==> src/rtl/idp_ram.sv <==
// Simple RAM with one write port and two registered read ports.
`timescale 1ns / 1ps
module idp_ram #(
   parameter int DW    = 8,
   parameter int ABITS = 6
) (
   input  logic             clock,
   input  logic             we,
   input  logic [ABITS-1:0] waddr,
   input  logic [DW-1:0]    wdata,
   input  logic [ABITS-1:0] raddr_a,
   input  logic [ABITS-1:0] raddr_b,
   output logic [DW-1:0]    rdata_a,
   output logic [DW-1:0]    rdata_b
);

   logic [DW-1:0] mem [2**ABITS];
   logic [DW-1:0] rdata_a_ff;
   logic [DW-1:0] rdata_b_ff;

   always_ff @(posedge clock) begin
      if (we) begin
         mem[waddr] <= wdata;
      end
      rdata_a_ff <= mem[raddr_a];
      rdata_b_ff <= mem[raddr_b];
   end

   assign rdata_a = rdata_a_ff;
   assign rdata_b = rdata_b_ff;

endmodule

==> config.mk <==
export PLATFORM = sky130hd
export DESIGN_NAME = idp_ram
export DESIGN_NICKNAME = d
export VERILOG_FILES = /design/src/rtl/idp_ram.sv
export SDC_FILE = /design/constraint.sdc
export NUM_CORES = 1
export LEC_CHECK = 0
export ABC_AREA = 1
export BUFFER_PORTS_ARGS = -buffer_cell sky130_fd_sc_hd__buf_2
export CELL_PAD_IN_SITES_DETAIL_PLACEMENT = 1
export CELL_PAD_IN_SITES_GLOBAL_PLACEMENT = 1
export CORE_MARGIN = 3
export CORE_UTILIZATION = 53
export CTS_CLUSTER_SIZE = 24
export DETAILED_ROUTE_END_ITERATION = 7
export PLACE_DENSITY_LB_ADDON = 0.1
export SYNTH_ARGS = -nofsm -noshare
export SYNTH_HDL_FRONTEND = slang
export SYNTH_SLANG_ARGS = --single-unit
==> constraint.sdc <==
create_clock -name clock -period 3.8 [get_ports clock]
set_clock_uncertainty 0.2 [all_clocks]
set_input_delay 0.57 -clock clock [delete_from_list [all_inputs] [get_ports clock]]
set_output_delay 0.57 -clock clock [all_outputs]
set_load 0.01 [all_outputs]
# Yosys cells after proc, flatten, opt, wreduce, memory -nomap -nowiden

Memories as Yosys holds them, arrays and structs flattened. A register that Yosys moved wholly into a read port is not among the register bits.
Cells that the tools add are included.

Bits of input ports: 28
Memories kept: 1
Word-level logic and storage cells: 3
Bits in registers: 0
Bits in writable memories: 512
Bits in latches: 0
ROM bits: 0

Memory list:

| memory | depth | width | read ports | clocked after memory_dff | write ports | line | RTL |
|---|---|---|---|---|---|---|---|
| mem    | 64    | 8     | 2          | 2                        | 1           | 17   | `logic [DW-1:0] mem [2**ABITS];` |

Multiplexer cells: 2
Add/subtract/negate cells: 0
Multipliers: 0
Shifts and indexed selects: 0
Order comparisons: 0
Div/mod/pow operators: 0
Eq/ne operators: 0
Reductions and logical operators: 0
Bitwise logic cells: 0

Operators with widths:

| kind              | count |
|---|---|
| two-way mux 1 bit | 2 |

# Longest topological paths before layout

Word-level depth: 2
Mapped depth: 12
Depth with buffers taken out: 9

# Least setup slack after synthesis

Ideal clock, no wire load.

Path type: input to register
Start point: in we
End point: mem mem[48][0] (enable)
Arrival: 1.941 ns
Setup time: 0.395 ns
Cell stages on the path: 3
Path slack: 1.264 ns
Required time: 3.205 ns
Cell sequence: clkbuf_1 -> nand4_1 -> nor4_1

Word-level cells in the longest chain between the ends: 2

RTL lines:

| what                                    | line | RTL |
|---|---|---|
| start, declared                         | 8    | `input logic we,` |
| two-way mux 1 bit                       | 22   | `if (we) begin` |
| two-way mux 1 bit (implied by the code) | 23   | `mem[waddr] <= wdata;` |
| end, declared                           | 17   |  |

No other way between the ends.

==> results_dict.tcl <==
set metrics [dict create \
    crit_buf_inv 4 \
    path_common_cell "nand3_1" \
    path_clk_slew_ps 60 \
    min_period_ps 2620 \
    use_met1 0.5176 \
    grt_max_degree 136 \
    fin_setup_tns_ps 0 \
    core-area_mm2 0.04946 \
    io_buffers 43 \
    critPathTopFamily "buffers and inverters" \
    worst_pin_slew_ps 1094 \
    hold_path_class "input pin to flop" \
    ctsHtreeMaxLevel 2 \
    cts_tree "built" \
    area_growth_pct 8.946 \
    die_w_um 230.8 \
    viasPerCell 6.477 \
    dp_hpwl_mm 63.17 \
    crit_path_top_delay_cell "inv_4" \
    hold_buffers 0 \
    fp-row-count 81 \
    grt_pass1_wl_mm 154.3 \
    ant_nets 0 \
    start_util 0.5416 \
    critPathCaptureType "flop" \
    syn-num-nets 3036 \
    cts_inserted_buffers 54 \
    grt_overflow 0 \
    cts_setup_buffers 0 \
    gp_congestion 0.9087 \
    yosysSeqAreaShare 0.5860 \
    cp.required_ps 4090 \
    cts_buffer_depth 3 \
    reg2regPathDepth 8 \
    worst-path-max-fanout 39 \
    met2_usage 0.6111 \
    stdcell_count 3709 \
    yosysUniqueCellTypes 17 \
    ff2ff_setup_slack_ps 1930 \
    placed_area_mm2 0.02749 \
    die_h_um 230.8 \
    setup_ws_ps 1180 \
    post_drt_wl_per_cell_um 27.74 \
    drc_errors 0 \
    worst_slew_margin_rel 0.2704 \
    multi_input_area_mm2 0.009540 \
    placed_cells 3608 \
    stdcell_area_mm2 0.02918 \
    ir_drop_uv 443.5 \
    report.final.slew_viol_count 0 \
    pin_count 44 \
    syn-cell-area_mm2 0.02678 \
    grt_antenna_before_repair 3 \
    min_period_over_period 0.6894 \
    drtIter0Drc 3306 \
    max_cap_viol_count 0 \
    dieArea_mm2 0.05327 \
    setup_viol 0 \
    slowest_delay_ps 490 \
    path_depth 11 \
    crit_type "input pin to flop" \
    place_ws_ps 658.6 \
    drt-pass1-iter-count 6 \
    path_cells "buf_4 > inv_4 > buf_4 > buf_4 > nand3_1 > nand3_1 > nand2_1 > nand2_1 > nand3_1 > nand3_1 > nand2_1" \
    arrival_ps 2910 \
    fmax_mhz 381.7 \
    hold_path_depth 3 \
    fillers 5785 \
    cp-start-kind "input pin" \
    hold_viol 0 \
    vias 24020 \
    ys_warn_count 0 \
    clock-sinks 528 \
    rsz0062_at_grt "false" \
    post_cts_resized 0 \
    grt_usage 0.3844 \
    worstSkewPairLatency_ps 620 \
    grt_pass1_vias 24750 \
    drive_above_1_share 0.07852 \
    status "complete, no violations" \
    pwr_density_cell_mw_per_mm2 453.4 \
    cts-root-buf "clkbuf_16" \
    p_leak_nw 11.48 \
    avgSynthCellArea_um2 8.904 \
    total_power_mw 13.23 \
    use_met3 0.06663 \
    final-seq-area_mm2 0.01570 \
    synthCells 3008 \
    ys_ff_latch 528 \
    drt-total-wl_mm 102.9 \
    grt-busiest-layer "met2" \
    final_net_count 3028 \
]
==> metrics by stage <==
stage | util | hold slack [ps]
after floorplan | - | 468.9
after global placement | 0.5558 | 620.8
after detailed placement | 0.5558 | 650.9
after CTS | 0.5900 | 83.39
after global routing | 0.5900 | 118.4
final | 0.5900 | 115.1
==> cell usage after synthesis <==
master,number,area share
clkbuf_1,17,0.0024
inv_2,2,0.00028
nand3_1,871,0.16
inv_1,14,0.0020
nand2_1,1296,0.18
edfxtp_1,512,0.57
buf_1,17,0.0024
nor2_1,56,0.0078
nor4_1,8,0.0019
inv_4,2,0.00047
buf_8,3,0.0017
dfxtp_1,16,0.012
nand4_1,9,0.0021
buf_6,52,0.022
buf_2,117,0.022
buf_12,1,0.00075
buf_4,15,0.0042
==> layout make-up <==
type                            count  area share
Tap cell                          664     0.02847
Antenna cell                        1  0.00008576
Timing Repair Buffer              158     0.04571
Sequential cell                   528      0.5379
Clock buffer                       71     0.05068
Clock inverter                     29    0.007246
Inverter                           18    0.003001
Multi-Input combinational cell   2240      0.3269
==> path summary, 6_finish.rpt <==
check / end / startpoint
setup / recovery: rdata_b[4]$_DFF_P_ / raddr_b[1]
hold / removal: rdata_a[0]$_DFF_P_ / raddr_a[5]
setup reg to reg: rdata_a[3]$_DFF_P_ / mem[39][3]$_DFFE_PP_
hold reg to reg: rdata_a[7]$_DFF_P_ / mem[20][7]$_DFFE_PP_
==> kinds of logic (layout without fill, tap and decap cells) <==
family | after synthesis | in the layout | synth area share
other cells | 0 | 1 | 0
simple gates | 2240 | 2240 | 0.3562
flops | 528 | 528 | 0.5860
buf+inv | 240 | 276 | 0.05783
==> power breakdown <==
part	switching, mW	internal [mW]	total (mW)
combinational	1.12	0.361	1.48
sequential	0.0449	6.45	6.49
clock	2.33	2.93	5.26
total	3.49	9.74	13.2
==> flip-flops by register name, indices dropped and copies added, names as in the netlist <==
signal	cells
rdata_a	8
rdata_b	8
mem	512
==> cells in the final DEF, fill, tap and decap left out <==
master         n
clkinv_1      11
nor2_1        56
inv_8          2
inv_1         12
diode_2        1
buf_2         31
clkbuf_8       2
clkinv_2      13
nand2_1     1296
edfxtp_1     512
bufinv_16      3
buf_4        108
clkinvlp_4     2
dfxtp_1       16
nand3_1      871
nand4_1        9
clkbuf_1      14
nor4_1         8
inv_2          2
inv_4          2
clkbuf_16     57
buf_12        17
==> tightest hold or removal path, delay by kind of cell <==
family,cells,cell delay [ps]
and+or+nand+nor,2,140
buffers and inverters,1,150
==> metal layers <==
| layer | part of all wire | wire length [um] | vias up |
|---|---|---|---|
| met2 | 0.46 | 47840 | 1468 |
| li1 | - | - | 10260 |
| met1 | 0.38 | 39190 | 12000 |
| met4 | 0.052 | 5388 | 2 |
| met5 | 0.00013 | 13 | - |
| met3 | 0.10 | 10460 | 297 |
(Power assumes the default switching activity.)
