[src/rtl/idp_pkg.sv]
// Shared widths, constants and types of the interval product block.
`timescale 1ns / 1ps
package idp_pkg;

   localparam int VALUE_W = 8;
   localparam int TOTAL_W = 30;
   localparam int PIJ_W   = 2 * VALUE_W;
   localparam int PROD_W  = 3 * VALUE_W;
   localparam int SUM_W   = TOTAL_W + 1;
   localparam int CAND_W  = TOTAL_W + 2;

   localparam logic [TOTAL_W-1:0] TOTAL_MAX = '1;

   // Commands from the sequencer to the shared multiply-accumulate unit.
   typedef struct packed {
      logic clear;
      logic mul_en;
      logic acc_en;
   } mac_cmd_type;

endpackage

[src/rtl/idp_mac.sv]
// Shared multiply, add, saturate and running-maximum unit.
`timescale 1ns / 1ps
module idp_mac import idp_pkg::*; (
   input  logic               clock,
   input  logic               reset,
   input  mac_cmd_type        cmd,
   input  logic [PIJ_W-1:0]   mul_a,
   input  logic [VALUE_W-1:0] mul_b,
   input  logic [TOTAL_W-1:0] t_left,
   input  logic [TOTAL_W-1:0] t_right,
   output logic [PROD_W-1:0]  prod,
   output logic [TOTAL_W-1:0] best,
   output logic               busy
);

   logic [PROD_W-1:0]  prod_ff, prod_in;
   logic [SUM_W-1:0]   tsum_ff, tsum_in;
   logic               acc_v_ff;
   logic [TOTAL_W-1:0] best_ff, best_in;
   logic [CAND_W-1:0]  cand;
   logic [TOTAL_W-1:0] cand_sat;

   assign prod_in = PROD_W'(mul_a) * PROD_W'(mul_b);
   assign tsum_in = SUM_W'(t_left) + SUM_W'(t_right);

   assign cand     = CAND_W'(prod_ff) + CAND_W'(tsum_ff);
   assign cand_sat = (cand > CAND_W'(TOTAL_MAX)) ? TOTAL_MAX : cand[TOTAL_W-1:0];

   always_comb begin
      best_in = best_ff;
      if (cmd.clear) begin
         best_in = '0;
      end else if (acc_v_ff && (cand_sat > best_ff)) begin
         best_in = cand_sat;
      end
   end

   always_ff @(posedge clock) begin
      if (reset) begin
         acc_v_ff <= 1'b0;
      end else begin
         acc_v_ff <= cmd.acc_en;
      end
      if (cmd.mul_en) begin
         prod_ff <= prod_in;
      end
      if (cmd.acc_en) begin
         tsum_ff <= tsum_in;
      end
      best_ff <= best_in;
   end

   assign prod = prod_ff;
   assign best = best_ff;
   assign busy = acc_v_ff;

endmodule

[config.mk]
export PLATFORM = sky130hd
export DESIGN_NAME = idp_mac
export DESIGN_NICKNAME = d
export VERILOG_FILES = /design/src/rtl/idp_pkg.sv /design/src/rtl/idp_mac.sv
export SDC_FILE = /design/constraint.sdc
export NUM_CORES = 1
export LEC_CHECK = 0
export ABC_AREA = 1
export BUFFER_PORTS_ARGS = -buffer_cell sky130_fd_sc_hd__buf_2
export CAP_MARGIN = 20
export CORE_MARGIN = 3
export CORE_UTILIZATION = 52
export CTS_CLUSTER_DIAMETER = 80
export DETAILED_ROUTE_END_ITERATION = 7
export GPL_TIMING_DRIVEN = 1
export PLACE_DENSITY = 0.75
export SYNTH_ARGS = -nofsm -noshare
export SYNTH_HDL_FRONTEND = slang
export SYNTH_SLANG_ARGS = --single-unit
export TNS_END_PERCENT = 50
[constraint.sdc]
create_clock -name clock -period 4.4 [get_ports clock]
set_clock_uncertainty 0.1 [all_clocks]
set_input_delay 0.22 -clock clock [delete_from_list [all_inputs] [get_ports clock]]
set_output_delay 0.22 -clock clock [all_outputs]
set_load 0.01 [all_outputs]
# == Word level (Yosys, flattened, before mapping) ==
# Cells that the tools add are included.
# totals
romBits,0
in_bits,89
regBits,86
latch_bits,0
out_inout_bits,55
memories,0
elab_cells,11
ramBits,0
# op_classes
mul,1
eq_ne,0
n_addsub,2
n_shift,0
n_reduce_logical,1
n_bitwise,0
order_cmp,2
n_div,0
mux,1
# op_table
cell,n
adder 24 x 31 -> 32 bit,1
> comparator 32 x 30 -> 1 bit (second input constant),1
adder 30 x 30 -> 31 bit,1
> comparator 30 bit,1
two-way mux 30 bit,1
multiplier 16 x 8 -> 24 bit,1
logical AND 1 bit,1

# == Depth between registers and ports, before layout ==
# depth
depth_word,5
depth_mapped,29
ltp_nobuf,28

# == Worst setup path before layout ==
# No wires, ideal clock.
# synth_timing
path_kind,input to register
start,input mul_b[6]
end,"register prod_ff[15], in the netlist prod[15], data pin"
setup_time_ps,265
n_path_buf,2
path_stages,16
required_time_ps,4035
arrival_ps,4067
path_slack_ps,-32
cell_sequence,clkbuf_1 -> clkbuf_1 -> nand2_1 -> fa_1 -> fa_1 -> inv_1 -> fa_1 -> fa_1 -> ha_1 -> nand2_1 -> inv_1 -> a21oi_1 -> inv_1 -> a21oi_1 -> o21ai_0 -> xor2_1
# synth_between
elab_chain_len,1
# synth_rtl
item,line_no,source
from (decl),idp_mac.sv:8,"input logic [VALUE_W-1:0] mul_b,"
multiplier 16 x 8 -> 24 bit,idp_mac.sv:23,assign prod_in = PROD_W'(mul_a) * PROD_W'(mul_b);
via prod_in[15],idp_mac.sv:16,"logic [PROD_W-1:0] prod_ff, prod_in;"
to (signal assigned),idp_mac.sv:45,prod_ff <= prod_in;
to (decl),idp_mac.sv:16,
# The timed path passes the listed nets, and every way through them passes these cells.
# A chain may end at the register's enable or synchronous reset.

# == Worst setup path after layout ==
# layout_timing
start,"register prod_ff[12], in the netlist prod[12]"
end,"register best_ff[2], in the netlist best[2]"
# layout_between
elab_chain_len,5
# layout_rtl
item,line_no,source
adder 24 x 31 -> 32 bit (*),idp_mac.sv:26,assign cand = CAND_W'(prod_ff) + CAND_W'(tsum_ff);
> comparator 32 x 30 -> 1 bit,idp_mac.sv:27,assign cand_sat = (cand > CAND_W'(TOTAL_MAX)) ? TOTAL_MAX : cand[TOTAL_W-1:0];
two-way mux 30 bit (*),idp_mac.sv:27,
via cand_sat[27],idp_mac.sv:21,logic [TOTAL_W-1:0] cand_sat;
> comparator 30 bit (*),idp_mac.sv:33,end else if (acc_v_ff && (cand_sat > best_ff)) begin
logical AND 1 bit (*),idp_mac.sv:33,
to (signal assigned),idp_mac.sv:50,best_ff <= best_in;
to (decl),idp_mac.sv:19,"logic [TOTAL_W-1:0] best_ff, best_in;"
# The timed path passes the listed nets; every way through them passes the cells marked *.

==> Flow_metrics.wiki <==
{| class="wikitable"
! Metric !! Value
|-
| Mean post-synth cell area || 7.04 um2
|-
| MaxCap Viol Count || 0
|-
| Slack of the critical path || 221 ps
|-
| Fmax || around 240 MHz
|-
| Library cells used by synthesis || 45
|-
| Reg2Reg Setup Slack || 220 ps
|-
| Initial DRC count || between 1000 and 1500
|-
| Startpoint of the worst hold path || cmd[2]
|-
| Yosys reg bits || between 80 and 90
|-
| Number of synthesized flops with an enable pin || 55
|-
| Number of top-level design ports || roughly 140
|-
| Global router's overall resource usage || 0.243
|-
| Register area share after synthesis || 0.187
|-
| CP max-delay cell || sky130_fd_sc_hd__edfxtp_1
|-
| Final count of hold timing violations || 0
|-
| Max Slew Vio Count || 0
|-
| Root buffer selected by CTS || sky130_fd_sc_hd__clkbuf_16
|-
| Via count of the first global-routing pass || 10800
|-
| Peak VDD IR || between 0.0003 and 0.0004 V
|-
| Number of standard cells after synthesis || 1725
|-
| Worst-case reg-to-reg path depth || 24
|-
| # DRC || 0
|-
| Grt total ovfl || 0
|-
| Leak || 0.00751 uW
|-
| Wire length after detailed routing || 30600 um
|-
| Endpoint of the worst hold-timing path || best[29]$_SDFFE_PP0P_
|-
| Post-route setup TNS || 0 ps
|-
| Category of the worst setup path launch point || flip-flop
|-
| WP data required || 4540 ps
|-
| Initial antenna violation count || 0
|-
| Final critical-path required period || 4180 ps
|-
| Endpoint kind of the worst setup timing path || flip-flop
|-
| Arrival time at the worst endpoint || 4320 ps
|-
| CTS tree || yes
|-
| Maximum number of pins on one net before global-route repair || 33
|-
| Area growth, synth to finish || 14.5%
|-
| Remaining max-slew budget at the tightest pin || 0.470
|-
| Half-perimeter wire length of the detailed placement result || between 20000 and 30000 um
|-
| Final Wtd Congestion || 0.952
|-
| Cts bufs inserted || 9
|-
| Hold Worst Slack || approximately 13 ps
|-
| Type of the setup path with the least slack || reg -> reg
|-
| Die Area || about 25000 um2
|-
| Worst hold path stage count || 4
|-
| Total power divided by cell area || 540 nW/um2
|-
| Met3 routing resource usage after global routing || 0.0357
|-
| Clock slew seen by the registers of the worst setup and hold paths || about 70 ps
|-
| Buffer levels on the longest clock path || 2
|-
| Number of warnings issued by yosys || 0
|-
| Mapped Nets || 2028
|-
| Clock network latency to the later pin of the worst-skew pair || around 350 ps
|-
| First-pass iteration count of the detailed router || 5
|-
| Worst reg2reg path endpoint || best[2]$_SDFFE_PP0P_
|-
| Starting utilization of the core area || 0.533
|-
| Finish-stage setup viols || 0
|-
| Antenna viol nets, final || 0
|-
| Layout cell share with drive strength beyond 1 || 0.157
|-
| Number of buffers inserted by port buffering || approximately 140
|-
| Hold Path Class || in -> reg
|-
| Main flop type after synthesis || sky130_fd_sc_hd__edfxtp_1
|-
| Cell row count || 55
|-
| Area contributors post-synth || sky130_fd_sc_hd__nand2_1, sky130_fd_sc_hd__fa_1, sky130_fd_sc_hd__edfxtp_1
|-
| CP max FO || 8
|-
| Fraction of synthesis flops using an asynchronous set or reset pin || 0
|-
| Wirelength per Cell || 14.0 um
|-
| Global route hottest layer || met2
|-
| Vias post-DR || roughly 11000
|-
| Placeable core region || 22800 um2
|-
| Wire length of the first global-routing pass || 50800 um
|-
| TritonCTS Sinks || 86
|-
| ANT cells || 0
|-
| Maximum level of the CTS H-tree || 3
|-
| Met2 demand-to-capacity share in global routing || 0.391
|-
| Count of nets after finishing || 2176
|-
| Cell breakdown of the critical path || ha_2, nand2_2, inv_1, nand2_1, nand2_1, a21oi_1, nand2_1, nand2_2, nand2_2, nand2_2, nand3_4, buf_12, nor2_4, inv_1, ha_1, nand2_1, nor2_1, nand4_1, a21oi_1, nor2_1, a21oi_4, clkinvlp_4, nor2_1, nor2_1
|-
| Final period util || 0.950
|-
| Start of the worst register-to-register path || prod[12]$_DFFE_PP_
|-
| Met1 track utilization from global routing || 0.344
|-
| Crit path buffers/inverters || 4
|-
| Floorplan die height || 159 um
|-
| Max stage delay on crit path || between 400 and 500 ps
|-
| Top cell type by total area after synthesis || sky130_fd_sc_hd__nand2_1
|-
| Ratio of routed vias to standard cells || between 5 and 6
|-
| Synth top area share || 0.151
|-
| Horizontal extent of the die || 159 um
|-
| Outcome || finished, final reports clean
|-
| Slew at the pin closest to its max-slew limit || 794 ps
|-
| Post-placement worst setup slack || -198 ps
|-
| Summed instance area of the synthesized netlist || 12200 um2
|-
| Top cell family by delay on the critical path || simple AND/OR/NAND/NOR gates
|}
==> where the power goes <==
part | total, uW | internal [uW] | leakage (uW) | switching, uW
Combinational | 5350 | 2120 | 0.00656 | 3230
Sequential | 1370 | 1180 | 0.000793 | 189
Clock | 793 | 452 | 0.000149 | 341
Total | 7510 | 3740 | 0.00751 | 3760
==> worst reg2reg max path, delay by kind of cell, from the launching register on <==
kind / cells / cell delay (ps)
DFF: 1 / 480
buffers and inverters: 4 / 590
AOI/OAI and AO/OA: 3 / 700
adders and majority gates: 2 / 660
and+or+nand+nor: 15 / 1530
==> synth_stat cells (5+ instances only) <==
master,number
sky130_fd_sc_hd__nand2_1,490
sky130_fd_sc_hd__inv_1,368
sky130_fd_sc_hd__ha_1,128
sky130_fd_sc_hd__nor2_1,106
sky130_fd_sc_hd__a21oi_1,88
sky130_fd_sc_hd__fa_1,86
sky130_fd_sc_hd__o21ai_0,60
sky130_fd_sc_hd__edfxtp_1,55
sky130_fd_sc_hd__clkbuf_1,37
sky130_fd_sc_hd__nand3_1,35
sky130_fd_sc_hd__nand4_1,34
sky130_fd_sc_hd__xor2_1,34
sky130_fd_sc_hd__dfxtp_1,31
sky130_fd_sc_hd__a21oi_2,23
sky130_fd_sc_hd__nor2_4,21
sky130_fd_sc_hd__xnor2_1,19
sky130_fd_sc_hd__nand3b_1,16
sky130_fd_sc_hd__nor3_1,12
sky130_fd_sc_hd__nand2_2,10
sky130_fd_sc_hd__a21o_1,8
sky130_fd_sc_hd__a31oi_1,7
sky130_fd_sc_hd__inv_2,5
sky130_fd_sc_hd__o21bai_1,5
==> per-layer routing <==
metal,routed length (um),vias up
met3,2210,40
met2,13900,388
li1,-,5650
met5,0,-
met1,14000,5200
met4,568,0
==> placed cells by master, fill, tap and decap left out, types with 4 or more instances in the layout <==
master | netlist | layout
sky130_fd_sc_hd__nand2_1 | 490 | 490
sky130_fd_sc_hd__inv_1 | 368 | 367
sky130_fd_sc_hd__buf_2 | 3 | 143
sky130_fd_sc_hd__ha_1 | 128 | 111
sky130_fd_sc_hd__nor2_1 | 106 | 105
sky130_fd_sc_hd__a21oi_1 | 88 | 86
sky130_fd_sc_hd__fa_1 | 86 | 85
sky130_fd_sc_hd__o21ai_0 | 60 | 60
sky130_fd_sc_hd__edfxtp_1 | 55 | 55
sky130_fd_sc_hd__nand3_1 | 35 | 35
sky130_fd_sc_hd__nand4_1 | 34 | 34
sky130_fd_sc_hd__xor2_1 | 34 | 34
sky130_fd_sc_hd__buf_4 | 3 | 32
sky130_fd_sc_hd__dfxtp_1 | 31 | 31
sky130_fd_sc_hd__a21oi_2 | 23 | 24
sky130_fd_sc_hd__nor2_4 | 21 | 21
sky130_fd_sc_hd__xnor2_1 | 19 | 19
sky130_fd_sc_hd__nand3b_1 | 16 | 16
sky130_fd_sc_hd__nor3_1 | 12 | 11
sky130_fd_sc_hd__nand2_2 | 10 | 10
sky130_fd_sc_hd__clkbuf_16 | 0 | 10
sky130_fd_sc_hd__ha_2 | 0 | 9
sky130_fd_sc_hd__a21o_1 | 8 | 8
sky130_fd_sc_hd__ha_4 | 0 | 8
sky130_fd_sc_hd__a31oi_1 | 7 | 7
sky130_fd_sc_hd__buf_12 | 2 | 7
sky130_fd_sc_hd__nor2_2 | 4 | 5
sky130_fd_sc_hd__o21bai_1 | 5 | 5
sky130_fd_sc_hd__inv_2 | 5 | 4
sky130_fd_sc_hd__inv_6 | 0 | 4
==> registers in the layout, indices dropped and copies added, names as in the netlist <==
signal / count
best: 30
tsum_ff: 31
prod: 24
busy: 1
==> repair_timing <==
item,CTS,global route
hold buffers,1,0
setup buffers,0,7
hold endpoints to repair,1,0
setup endpoints to repair,0,31
gates resized for setup,0,29
==> how the worst max path moves through the flow <==
stage,start,endpoint,slack [ps],depth (start not counted)
CTS,mul_b[7],prod[22]$_DFFE_PP_,130,14
detailed placement,mul_b[7],prod[22]$_DFFE_PP_,-200,14
global route,prod[7]$_DFFE_PP_,best[15]$_SDFFE_PP0P_,-60,26
floorplan,mul_b[7],prod[18]$_DFFE_PP_,-20,15
finish,prod[12]$_DFFE_PP_,best[2]$_SDFFE_PP0P_,220,24
global placement,mul_b[7],prod[22]$_DFFE_PP_,-220,14
==> kinds of logic (layout without fill, tap and decap cells) <==
kind of cell    after synthesis  count (layout)  share of synthesized area
simple gates                743             743                      0.268
buf+inv                     422             575                      0.135
fa+ha+maj                   214             214                      0.274
compound gates              207             207                     0.0989
flops                        86              86                      0.187
xor+xnor                     53              53                     0.0382
==> cell type report <==
cell class | instances | area, um2
clock inverters | 7 | 83.8
well taps | 313 | 392
multi-input cells | 1217 | 8390
clock buffers | 9 | 225
repair inverters | 1 | 5.00
flip-flops and latches | 86 | 2270
repair buffers | 184 | 1130
inverters | 374 | 1410
fillers | 2074 | 8870
==> through the flow <==
stage	instance area, um2	utilization	power (uW)	std cells
after detailed placement	13300	0.586	6490	2165
after CTS	13700	0.600	7310	2182
final	13900	0.611	7510	2191
after floorplan	12200	-	5020	1725
after global routing	13900	0.611	8280	2191
after global placement	13300	0.586	6400	2165
Power figures use the tool's default switching activity.
